$ cat config.mk
export PLATFORM = sky130hd
export DESIGN_NAME = adsr_envelope_generator_unit
export DESIGN_NICKNAME = d
export VERILOG_FILES = /design/src/rtl/adsr_pkg.sv /design/src/rtl/adsr_ctrl.sv /design/src/rtl/adsr_datapath.sv /design/src/rtl/adsr_envelope_generator_unit.sv
export SDC_FILE = /design/constraint.sdc
export NUM_CORES = 1
export LEC_CHECK = 0
export ABC_CLOCK_PERIOD_IN_PS = 9000
export BUFFER_PORTS_ARGS = -buffer_cell sky130_fd_sc_hd__buf_2
export CAP_MARGIN = 20
export CORE_ASPECT_RATIO = 1.4
export CORE_MARGIN = 1.5
export CORE_UTILIZATION = 52
export DETAILED_ROUTE_END_ITERATION = 6
export PLACE_DENSITY = 0.69
export SYNTH_ARGS = -nofsm -noshare
export SYNTH_HDL_FRONTEND = slang
export SYNTH_HIERARCHICAL = 1
export SYNTH_SLANG_ARGS = --single-unit
$ cat constraint.sdc
create_clock -name clock -period 9 [get_ports clock]
set_input_delay 0.45 -clock clock [delete_from_list [all_inputs] [get_ports clock]]
set_output_delay 0.45 -clock clock [all_outputs]
set_load 0.01 [all_outputs]
$ cat src/rtl/adsr_pkg.sv
// shared types, codes and constants of the adsr envelope generator
`default_nettype none

package adsr_pkg;

   // level format
   localparam int LEVEL_BITS = 16;
   localparam int FACTOR_BITS = 16;
   localparam int PROD_BITS = LEVEL_BITS + FACTOR_BITS;

   typedef logic [LEVEL_BITS-1:0] level_type;
   typedef logic [FACTOR_BITS-1:0] factor_type;
   typedef logic [PROD_BITS-1:0] product_type;

   // idle threshold, round(0.001 * 2^LEVEL_BITS)
   localparam level_type NEAR_ZERO = LEVEL_BITS'(((64'd1 << LEVEL_BITS) + 64'd500) / 64'd1000);

   // envelope stages
   typedef logic [2:0] stage_type;
   localparam stage_type STAGE_IDLE = 3'd0;
   localparam stage_type STAGE_ATTACK = 3'd1;
   localparam stage_type STAGE_DECAY = 3'd2;
   localparam stage_type STAGE_SUSTAIN = 3'd3;
   localparam stage_type STAGE_RELEASE = 3'd4;

   // request actions
   typedef logic [1:0] action_type;
   localparam action_type ACT_TICK = 2'd0;
   localparam action_type ACT_START = 2'd1;
   localparam action_type ACT_RELEASE = 2'd2;

   // register indexes
   localparam int CSR_INDEX_BITS = 3;
   typedef logic [CSR_INDEX_BITS-1:0] csr_index_type;
   localparam csr_index_type CSR_ENABLE = 3'd0;
   localparam csr_index_type CSR_ATTACK_STEP = 3'd1;
   localparam csr_index_type CSR_DECAY_FACTOR = 3'd2;
   localparam csr_index_type CSR_SUSTAIN_LEVEL = 3'd3;
   localparam csr_index_type CSR_RELEASE_FACTOR = 3'd4;

   // register reset values
   localparam factor_type RESET_ATTACK_STEP = 16'd655;
   localparam factor_type RESET_DECAY_FACTOR = 16'd64880;
   localparam factor_type RESET_SUSTAIN_LEVEL = 16'd45875;
   localparam factor_type RESET_RELEASE_FACTOR = 16'd64880;

   // controller to datapath
   typedef struct packed {
      logic load;
      logic mul_first;
      logic prep;
      logic mul_second;
      logic commit;
   } cmd_type;

   // datapath to controller
   typedef struct packed {
      logic decay_path;
   } status_type;

endpackage

`default_nettype wire

$ cat src/rtl/adsr_ctrl.sv
// controller state machine: sequences one beat through the shared multiplier
`default_nettype none

module adsr_ctrl
   import adsr_pkg::*;
(
   input  wire        clock,
   input  wire        reset,
   input  wire        req_valid,
   output logic       req_stall,
   output logic       rsp_valid,
   input  wire        rsp_stall,
   input  status_type status,
   output cmd_type    cmd
);

   localparam logic [2:0] S_IDLE = 3'd0;
   localparam logic [2:0] S_MUL1 = 3'd1;
   localparam logic [2:0] S_PREP = 3'd2;
   localparam logic [2:0] S_MUL2 = 3'd3;
   localparam logic [2:0] S_COMMIT = 3'd4;

   logic [2:0] state_ff;
   logic [2:0] state_in;
   logic       rsp_valid_ff;
   logic       rsp_valid_in;
   logic       out_free;

   // output register can take a result this cycle
   assign out_free = !rsp_valid_ff || !rsp_stall;

   assign req_stall = (state_ff != S_IDLE);
   assign rsp_valid = rsp_valid_ff;

   // command decode and next state
   always_comb begin
      cmd = '0;
      state_in = state_ff;
      case (state_ff)
         S_IDLE: begin
            if (req_valid) begin
               cmd.load = 1'b1;
               state_in = S_MUL1;
            end
         end
         S_MUL1: begin
            cmd.mul_first = 1'b1;
            state_in = status.decay_path ? S_PREP : S_COMMIT;
         end
         S_PREP: begin
            cmd.prep = 1'b1;
            state_in = S_MUL2;
         end
         S_MUL2: begin
            cmd.mul_second = 1'b1;
            state_in = S_COMMIT;
         end
         S_COMMIT: begin
            if (out_free) begin
               cmd.commit = 1'b1;
               state_in = S_IDLE;
            end
         end
         default: begin
            state_in = S_IDLE;
         end
      endcase
   end

   // result valid flag
   always_comb begin
      rsp_valid_in = rsp_valid_ff;
      if (cmd.commit) begin
         rsp_valid_in = 1'b1;
      end else if (!rsp_stall) begin
         rsp_valid_in = 1'b0;
      end
   end

   always_ff @(posedge clock) begin
      if (reset) begin
         state_ff <= S_IDLE;
         rsp_valid_ff <= 1'b0;
      end else begin
         state_ff <= state_in;
         rsp_valid_ff <= rsp_valid_in;
      end
   end

endmodule

`default_nettype wire

$ cat src/rtl/adsr_datapath.sv
// datapath: registers, envelope state, shared multiplier and result register
`default_nettype none

module adsr_datapath
   import adsr_pkg::*;
(
   input  wire           clock,
   input  wire           reset,
   input  cmd_type       cmd,
   output status_type    status,
   input  wire           csr_valid,
   input  csr_index_type csr_index,
   input  wire [15:0]    csr_wdata,
   input  action_type    req_action,
   input  level_type     req_note_level,
   output level_type     rsp_gain_out,
   output stage_type     rsp_stage_out,
   output logic          rsp_voice_active
);

   // configuration registers
   logic       enable_ff;
   factor_type attack_step_ff;
   factor_type decay_factor_ff;
   factor_type sustain_level_ff;
   factor_type release_factor_ff;

   // envelope state
   stage_type stage_ff;
   stage_type stage_in;
   level_type gain_ff;
   level_type gain_in;
   level_type held_ff;
   level_type held_in;
   logic      pend_ff;
   logic      pend_in;

   // latched beat and working registers
   action_type act_ff;
   level_type  level_ff;
   level_type  prod_hi_ff;
   level_type  goal_ff;
   level_type  diff_ff;
   logic       below_ff;

   // result register
   level_type rsp_gain_ff;
   stage_type rsp_stage_ff;

   stage_type   eff_stage;
   logic        tick_work;
   level_type   mul_a;
   factor_type  mul_b;
   product_type product;
   logic [LEVEL_BITS:0] attack_sum;

   assign rsp_gain_out = rsp_gain_ff;
   assign rsp_stage_out = rsp_stage_ff;
   assign rsp_voice_active = (rsp_stage_ff != STAGE_IDLE);

   // a pending release takes over the stage on the next enabled tick
   assign eff_stage = pend_ff ? STAGE_RELEASE : stage_ff;
   assign tick_work = (act_ff == ACT_TICK) && (stage_ff != STAGE_IDLE) && enable_ff;
   assign status.decay_path = tick_work && (eff_stage == STAGE_DECAY);

   // configuration writes
   always_ff @(posedge clock) begin
      if (reset) begin
         enable_ff <= 1'b1;
         attack_step_ff <= RESET_ATTACK_STEP;
         decay_factor_ff <= RESET_DECAY_FACTOR;
         sustain_level_ff <= RESET_SUSTAIN_LEVEL;
         release_factor_ff <= RESET_RELEASE_FACTOR;
      end else if (csr_valid) begin
         case (csr_index)
            CSR_ENABLE: enable_ff <= csr_wdata[0];
            CSR_ATTACK_STEP: attack_step_ff <= csr_wdata;
            CSR_DECAY_FACTOR: decay_factor_ff <= csr_wdata;
            CSR_SUSTAIN_LEVEL: sustain_level_ff <= csr_wdata;
            CSR_RELEASE_FACTOR: release_factor_ff <= csr_wdata;
            default: ;
         endcase
      end
   end

   // shared multiplier operand select
   always_comb begin
      mul_a = gain_ff;
      mul_b = release_factor_ff;
      if (cmd.mul_second) begin
         mul_a = diff_ff;
         mul_b = decay_factor_ff;
      end else begin
         case (eff_stage)
            STAGE_ATTACK: begin
               mul_a = held_ff;
               mul_b = attack_step_ff;
            end
            STAGE_DECAY: begin
               mul_a = held_ff;
               mul_b = sustain_level_ff;
            end
            default: begin
               mul_a = gain_ff;
               mul_b = release_factor_ff;
            end
         endcase
      end
   end

   assign product = PROD_BITS'(mul_a) * PROD_BITS'(mul_b);

   // latched beat, product and decay preparation
   always_ff @(posedge clock) begin
      if (cmd.load) begin
         act_ff <= req_action;
         level_ff <= req_note_level;
      end
      if (cmd.mul_first || cmd.mul_second) begin
         prod_hi_ff <= product[PROD_BITS-1:FACTOR_BITS];
      end
      if (cmd.prep) begin
         goal_ff <= prod_hi_ff;
         below_ff <= (gain_ff <= prod_hi_ff);
         diff_ff <= gain_ff - prod_hi_ff;
      end
   end

   assign attack_sum = {1'b0, gain_ff} + {1'b0, prod_hi_ff};

   // next envelope state at commit
   always_comb begin
      stage_in = stage_ff;
      gain_in = gain_ff;
      held_in = held_ff;
      pend_in = pend_ff;
      case (act_ff)
         ACT_START: begin
            held_in = level_ff;
            gain_in = '0;
            stage_in = STAGE_ATTACK;
            pend_in = 1'b0;
         end
         ACT_RELEASE: begin
            if (stage_ff != STAGE_IDLE) begin
               pend_in = 1'b1;
            end
         end
         ACT_TICK: begin
            if (stage_ff != STAGE_IDLE && !enable_ff) begin
               gain_in = held_ff;
            end else if (tick_work) begin
               stage_in = eff_stage;
               case (eff_stage)
                  STAGE_ATTACK: begin
                     if (attack_sum >= {1'b0, held_ff}) begin
                        gain_in = held_ff;
                        stage_in = STAGE_DECAY;
                     end else begin
                        gain_in = attack_sum[LEVEL_BITS-1:0];
                     end
                  end
                  STAGE_DECAY: begin
                     if (below_ff || prod_hi_ff < NEAR_ZERO) begin
                        gain_in = goal_ff;
                        stage_in = STAGE_SUSTAIN;
                     end else begin
                        gain_in = goal_ff + prod_hi_ff;
                     end
                  end
                  STAGE_RELEASE: begin
                     if (prod_hi_ff < NEAR_ZERO) begin
                        gain_in = '0;
                        stage_in = STAGE_IDLE;
                        pend_in = 1'b0;
                     end else begin
                        gain_in = prod_hi_ff;
                     end
                  end
                  default: ;
               endcase
            end
         end
         default: ;
      endcase
   end

   // envelope state registers
   always_ff @(posedge clock) begin
      if (reset) begin
         stage_ff <= STAGE_IDLE;
         gain_ff <= '0;
         held_ff <= '0;
         pend_ff <= 1'b0;
      end else if (cmd.commit) begin
         stage_ff <= stage_in;
         gain_ff <= gain_in;
         held_ff <= held_in;
         pend_ff <= pend_in;
      end
   end

   // result register, held while the result beat waits
   always_ff @(posedge clock) begin
      if (cmd.commit) begin
         rsp_gain_ff <= gain_in;
         rsp_stage_ff <= stage_in;
      end
   end

endmodule

`default_nettype wire

$ cat src/rtl/adsr_envelope_generator_unit.sv
// top level of the adsr envelope generator: controller plus datapath
//
//   channel  direction  handshake            payload
//   req      in         req_valid/req_stall  req_action, req_note_level
//   rsp      out        rsp_valid/rsp_stall  rsp_gain_out, rsp_stage_out, rsp_voice_active
//   csr      in         csr_valid/csr_ready  csr_index, csr_wdata
//
// a beat steps through mul1 and commit (start, release, attack or release tick) or mul1,
// prep, mul2 and commit (decay tick); the single 16x16 multiplier is used once, twice in decay.
// a new beat is taken while the previous result still waits in the output register.
// a result that is stalled holds the block in its commit step until taken.
// synchronous reset restores the register defaults and an idle voice.
`default_nettype none

module adsr_envelope_generator_unit
   import adsr_pkg::*;
(
   input  wire           clock,
   input  wire           reset,
   input  wire           req_valid,
   output logic          req_stall,
   input  action_type    req_action,
   input  level_type     req_note_level,
   output logic          rsp_valid,
   input  wire           rsp_stall,
   output level_type     rsp_gain_out,
   output stage_type     rsp_stage_out,
   output logic          rsp_voice_active,
   input  wire           csr_valid,
   output logic          csr_ready,
   input  csr_index_type csr_index,
   input  wire [15:0]    csr_wdata
);

   cmd_type    cmd;
   status_type status;

   // register writes are always taken
   assign csr_ready = 1'b1;

   adsr_ctrl u_ctrl (
      .clock     (clock),
      .reset     (reset),
      .req_valid (req_valid),
      .req_stall (req_stall),
      .rsp_valid (rsp_valid),
      .rsp_stall (rsp_stall),
      .status    (status),
      .cmd       (cmd)
   );

   adsr_datapath u_datapath (
      .clock            (clock),
      .reset            (reset),
      .cmd              (cmd),
      .status           (status),
      .csr_valid        (csr_valid),
      .csr_index        (csr_index),
      .csr_wdata        (csr_wdata),
      .req_action       (req_action),
      .req_note_level   (req_note_level),
      .rsp_gain_out     (rsp_gain_out),
      .rsp_stage_out    (rsp_stage_out),
      .rsp_voice_active (rsp_voice_active)
   );

endmodule

`default_nettype wire

== Yosys cells after proc, flatten, opt, wreduce, memory -nomap -nowiden ==
Index checks and enable logic that the tools add are counted.
Word-level totals
  flip-flop bits (word level): 191
  input port bits: 42
  output and inout bits: 23
  word-level logic and storage cells: 111
Operators by class
  $add $sub $neg: 3
  multipliers: 1
  $lt $le $gt $ge: 3
  equal/unequal tests: 21
  mux-type cells: 38
  reduce and logical (&&, ||, !) cells: 26
Operators by type and width (number)
  $mux W16: 8
  $pmux W16 S2: 2
  $pmux W16 S3: 1
  $mul A16 B16 Y32: 1
  $mux W3: 9
  $add A16 B16 Y17: 1
  $ge A17 B16 Y1: 1
  $add A16 B16 Y16: 1
  $le A16 B16 Y1: 1
  $lt A16 B7 Y1 const B: 1
  $sub A16 B16 Y16: 1
  $eq A3 B2 Y1 const B: 5
  $pmux W3 S5: 1
  $mux W1: 14
  $reduce_and A2 Y1: 7
  $reduce_bool A3 Y1: 4
  $eq A3 B1 Y1 const B: 3
  $eq A3 B3 Y1 const B: 3
  $pmux W3 S3: 1
  $ne A2 B1 Y1 const B: 4
  $ne A2 B2 Y1 const B: 4
  $reduce_and A7 Y1: 1
  $logic_not A3 Y1: 2
  $pmux W3 S2: 1
  other kinds (8): 15

== Depth between registers and ports, before layout ==
  depth after elaboration: 7
  mapped depth: 34
  depth with buffers taken out: 30

== Hierarchy ==
Netlist, hierarchy kept.
By module, submodules not included
  adsr_datapath: times used 1, cells an instance 2165, area an instance 18924.4 sq um, seq. area each 4604.4 sq um
  adsr_ctrl: times used 1, cells an instance 24, area an instance 205.2 sq um, seq. area each 80.1 sq um
  adsr_envelope_generator_unit: times used 1, cells an instance 2, area an instance 11.3 sq um, seq. area each 0.0 sq um

== Worst setup path before layout ==
No wires, ideal clock.
  path type: reg2reg
  start: register u_datapath.stage_ff[2]
  end: register u_datapath.prod_hi_ff[15], data pin
  setup time: 0.260 ns
  data arrival time: 7.106 ns
  data required time: 8.740 ns
  slack: 1.634 ns
  stages on the path, launching flop included: 33
  buffers on the path: 4
  clock period less this slack: 7.366 ns
  cell sequence: dfxtp_1 -> buf_2 -> or2_2 -> buf_2 -> clkbuf_1 -> nor2_1 -> a21oi_1 -> o22ai_1 -> a211oi_1 -> a21oi_1 -> clkbuf_1 -> nor2_1 -> fa_1 -> inv_1 -> fa_1 -> fa_1 -> inv_1 -> fa_1 -> fa_1 -> inv_1 -> fa_1 -> inv_1 -> ha_1 -> a21o_1 -> a21o_1 -> a21oi_1 -> o21ai_0 -> a31oi_1 -> o31ai_4 -> a21oi_1 -> o2111ai_2 -> a21oi_1 -> xnor2_1
On the way
  word-level cells in the longest chain between the ends: 6
  elaborated cells on any way between the ends: 9
  those cells by class: mul (1); eq/ne (2); mux (5); reduce/logical (1)
RTL lines
  start: declaration: line adsr_datapath.sv:29  | stage_type stage_ff;
  start signal: assignment: line adsr_datapath.sv:196  | stage_ff <= stage_in;
  $mux W3 (*): line adsr_datapath.sv:62  | assign eff_stage = pend_ff ? STAGE_RELEASE : stage_ff;
  $eq A3 B1 Y1 or $eq A3 B2 Y1 (tied branches): line adsr_datapath.sv:94  | case (eff_stage)
  $reduce_or A2 Y1 (no line)
  $mux W16: line adsr_datapath.sv:94
  $mux W16: line adsr_datapath.sv:90  | if (cmd.mul_second) begin
  $mul A16 B16 Y32 (*): line adsr_datapath.sv:111  | assign product = PROD_BITS'(mul_a) * PROD_BITS'(mul_b);
  net u_datapath.product[31]: line adsr_datapath.sv:54  | product_type product;
  end signal: assignment: line adsr_datapath.sv:120  | prod_hi_ff <= product[PROD_BITS-1:FACTOR_BITS];
  end: declaration: line adsr_datapath.sv:41  | level_type prod_hi_ff;
Mark *: on every way through the listed nets, which the timed path passes. The rest lies on a longest branch.
A chain may end at the register's enable or synchronous reset.

== Worst setup path in the final report ==
Same ends and word-level chain as after synthesis.

==> summary.md <==
| Metric | Value |
|---|---|
| Hold WC Path Type | `in -> reg` |
| Post-DP HPWL | `46000 um` |
| Pint | `0.00136 W` |
| Max Clock Freq | `122 MHz` |
| Hold Crit Start | `req_note_level[4]` |
| DIE HEIGHT | `230 um` |
| DR vias/cell | `5.88` |
| DIE AREA | `38000 sq um` |
| Vias | `15800` |
| Flop-to-flop setup slack | `780 ps` |
| Most common cell on crit path | `fa_1` |
| Hold_buf cts | `0` |
| Worst reg2reg endpoint | `u_datapath/prod_hi_ff[15]$_DFFE_PP_` |
| Pre-antenna DRT Iters | `5` |
| Crit path DAT | `8430 ps` |
| Total CTS buffers | `17` |
| Sw frac | `27.9%` |
| Worst r2r src | `u_datapath/stage_ff[2]$_SDFFE_PP0P_` |
| Fin. Hold Viols | `0` |
| Initial Utilization | `52.5%` |
| Post-CTS setup buffers | `0` |
| CP Class | `reg -> reg` |
| Initial antenna violation count | `0` |
| Clock Root Buffer | `clkbuf_16` |
| Final period util | `91.3%` |
| Slew Viols, Final | `0` |
| ANT cells | `0` |
| GRT Overall Usage | `31.0%` |
| Max transition margin | `20.7%` |
| Post-Layout Cell Count | `2693` |
| Gr ovfl total | `0` |
| Final hold slack | `159 ps` |
| Max-Cap Viols | `0` |
| Outcome | `complete, no violations` |
| Syn Inst Count | `2191` |
| Ys async rst share | `0%` |
| Routed WL per cell | `21.2 um` |
| Fraction of layout instances using a drive strength above 1 | `7.77%` |
| Final Cell Area | `20600 sq um` |
| Vias in the first global route | `16000` |
| Crit end category | `register` |
| Maximum vdd drop | `0.154 mV` |
| Setup Total Neg Slack | `0 ps` |
| DP Area | `20000 sq um` |
| Clock skew | `16.2 ps` |
| DR iter-0 viols | `1100` |
| Clk_lat worst skew | `460 ps` |
| Hold Path End | `u_datapath/level_ff[4]$_DFFE_PP_` |
| Critical path peak fanout | `19` |
| Place WS | `824 ps` |
| Row count | `83` |
| Worst slew pin tran | `1180 ps` |
| Port buffer count | `63` |
| Worst Setup Slack, final | `783 ps` |
| CP Launch Type | `register` |
| Synthesis warning total | `6` |
| Sequential element share of the synthesized area | `24.5%` |
| Netlist cell types | `93` |
| Final wirelength | `57100 um` |
| Core Region | `36500 sq um` |
| Synth top area cells | `fa_1 20%, edfxtp_1 13%, dfxtp_1 11%, ha_1 11%, nand2_1 6.7%` |
| GP Congestion | `0.941` |
| Clk sinks | `191` |
| Endpoints failing setup | `0` |
| Syn_nets | `2593` |
| Gate power share | `9.0%` |
| Clock-pin transition on the worst setup and hold timing paths | `90 ps` |
| Width of the die | `165 um` |
| Crit path largest cell delay | `660 ps` |
| Synth Flop Type | `dfxtp_1` |
| H-tree Lvls | `4` |
| First-pass GRT wire length | `87900 um` |
| I/O Pins | `65` |
| Yosys top cell area share | `20.5%` |
| Cell taking the most area after synthesis | `fa_1` |
| Antenna violation net count after detailed routing | `0` |
| Flop pwr share | `50.0%` |
| R2R depth | `28` |
| Residual DRC | `0` |
| PwrDens | `91.9 nW/um^2` |
| CP max stage cell | `o21ai_1` |
| NetSw | `0.000528 W` |
| CTS tree | `built` |
| Placed insts | `2661` |
| RSZ-0062 raised after global routing | `no` |
| Clock power frac | `41.0%` |
| Post-synth EDFFs | `86` |
| CTS resizes | `0` |
| Area growth syn-to-layout | `7.46%` |
| Largest net degree at the start of global routing | `95` |
| Clock Path Buffers | `2` |
| Mapped Avg Cell Area | `8.74 sq um` |
| Lkg Pwr | `9.30 nW` |
| #FFs+latches synth | `191` |
| CP required | `9210 ps` |
| Minimum clock period | `8220 ps` |
| Final Net Count | `2615` |
| Post-Syn Area | `19100 sq um` |
| Hold path depth | `1` |
[power groups by stage]
| stage | sequential, W | combinational (W) | clock (W) |
|---|---|---|---|
| 2_1_floorplan | 0.000957 | 0.000106 | 0 |
| 4_1_cts | 0.000945 | 0.000168 | 0.000790 |
| 5_1_grt | 0.000948 | 0.000183 | 0.000821 |
| 6_report | 0.000945 | 0.000170 | 0.000775 |
| 3_5_place_dp | 0.000964 | 0.000167 | 0 |
| 3_3_place_gp | 0.000964 | 0.000164 | 0 |
[metrics by stage]
stage | util [%] | total power (W)
finish | 56.4 | 0.00189
global route | 56.4 | 0.00195
CTS | 56.4 | 0.00190
detailed placement | 54.7 | 0.00113
global placement | 54.7 | 0.00113
floorplan | - | 0.00106
[worst max-delay path, delay by kind of cell, from the launching register on]
family,cells,cell delay (ps)
AOI/OAI and AO/OA,13,3010
xor gates and xnor gates,1,80
adders and majority gates,7,3310
buffers and inverters,4,370
DFF,1,490
and+or+nand+nor,3,700
[kinds of logic after synthesis]
logic type	Yosys count	share of synthesized area [%]
flip-flops	191	24.5
AND/OR/NAND/NOR	703	16.5
multiplexers	22	1.18
other	1	0.0196
adder cells (fa/ha/maj)	361	31.3
AO/OA/AOI/OAI	472	16.2
XOR/XNOR	55	2.56
buffers and inverters	386	7.73
[synthesized netlist by cell type (4+ instances only)]
library cell  instances
a211o_1              10
a211oi_1             10
a21o_1               24
a21oi_1             139
a221oi_1             12
a22o_1                7
a31oi_1               6
a32o_1                6
and2_1               23
and3_1                9
buf_1                 8
buf_2                 7
clkbuf_1             77
dfxtp_1             105
edfxtp_1             86
fa_1                196
ha_1                164
inv_1               289
mux2i_1              18
nand2_1             344
nand2b_1             18
nand3_1              19
nand3b_1             27
nand4_1               7
nor2_1              168
nor2b_1              29
nor3_1               14
o211ai_1              6
o21a_1               32
o21ai_0             101
o21ai_1              18
o21bai_1             10
o221ai_1             16
o22ai_1              10
o311ai_0              4
o31ai_1              16
or2_2                 9
or3_1                17
or4_1                 4
xnor2_1              40
xor2_1               14
[how the worst max path moves through the flow]
stage	start	end	slack, ps	cells after the start
2_1_floorplan	u_datapath/stage_ff[2]$_SDFFE_PP0P_	u_datapath/prod_hi_ff[15]$_DFFE_PP_	1630	32
3_3_place_gp	u_datapath/stage_ff[1]$_SDFFE_PP0P_	u_datapath/prod_hi_ff[15]$_DFFE_PP_	1040	28
3_5_place_dp	u_datapath/stage_ff[2]$_SDFFE_PP0P_	u_datapath/prod_hi_ff[15]$_DFFE_PP_	820	28
4_1_cts	u_datapath/stage_ff[2]$_SDFFE_PP0P_	u_datapath/prod_hi_ff[15]$_DFFE_PP_	840	28
5_1_grt	u_datapath/stage_ff[2]$_SDFFE_PP0P_	u_datapath/prod_hi_ff[15]$_DFFE_PP_	330	28
6_report	u_datapath/stage_ff[2]$_SDFFE_PP0P_	u_datapath/prod_hi_ff[15]$_DFFE_PP_	780	28
[final cells by class]
class,instances,area (sq um)
timing repair buffer,99,598
fill,3317,15900
clock buffer,17,425
multi-input combinational,1614,13000
inverter,290,1090
sequential,191,4680
tap,467,584
clock inverter,15,190
[layout by cell type, fill, tap and decap left out, types with 20 or more instances in the layout]
cell,synthesis,layout
a21o_1,24,24
a21oi_1,139,138
and2_1,23,23
buf_2,7,63
buf_4,3,35
dfxtp_1,105,105
edfxtp_1,86,86
fa_1,196,196
ha_1,164,164
inv_1,289,289
nand2_1,344,344
nand3b_1,27,27
nor2_1,168,165
nor2b_1,29,29
o21a_1,32,32
o21ai_0,101,99
o21ai_1,18,20
xnor2_1,40,40
[per-layer routing]
layer / part of all wire (%) / vias up / wire length [um] / track usage (%)
met5: 0 / - / 0 / 0
met3: 5.3 / 153 / 3020 / 3.81
met2: 51 / 597 / 28900 / 54.6
met4: 6.3 / 0 / 3620 / 17.8
met1: 38 / 7749 / 21600 / 35.6
li1: - / 7338 / - / -
Note: power is estimated with default switching activity, not from simulation.
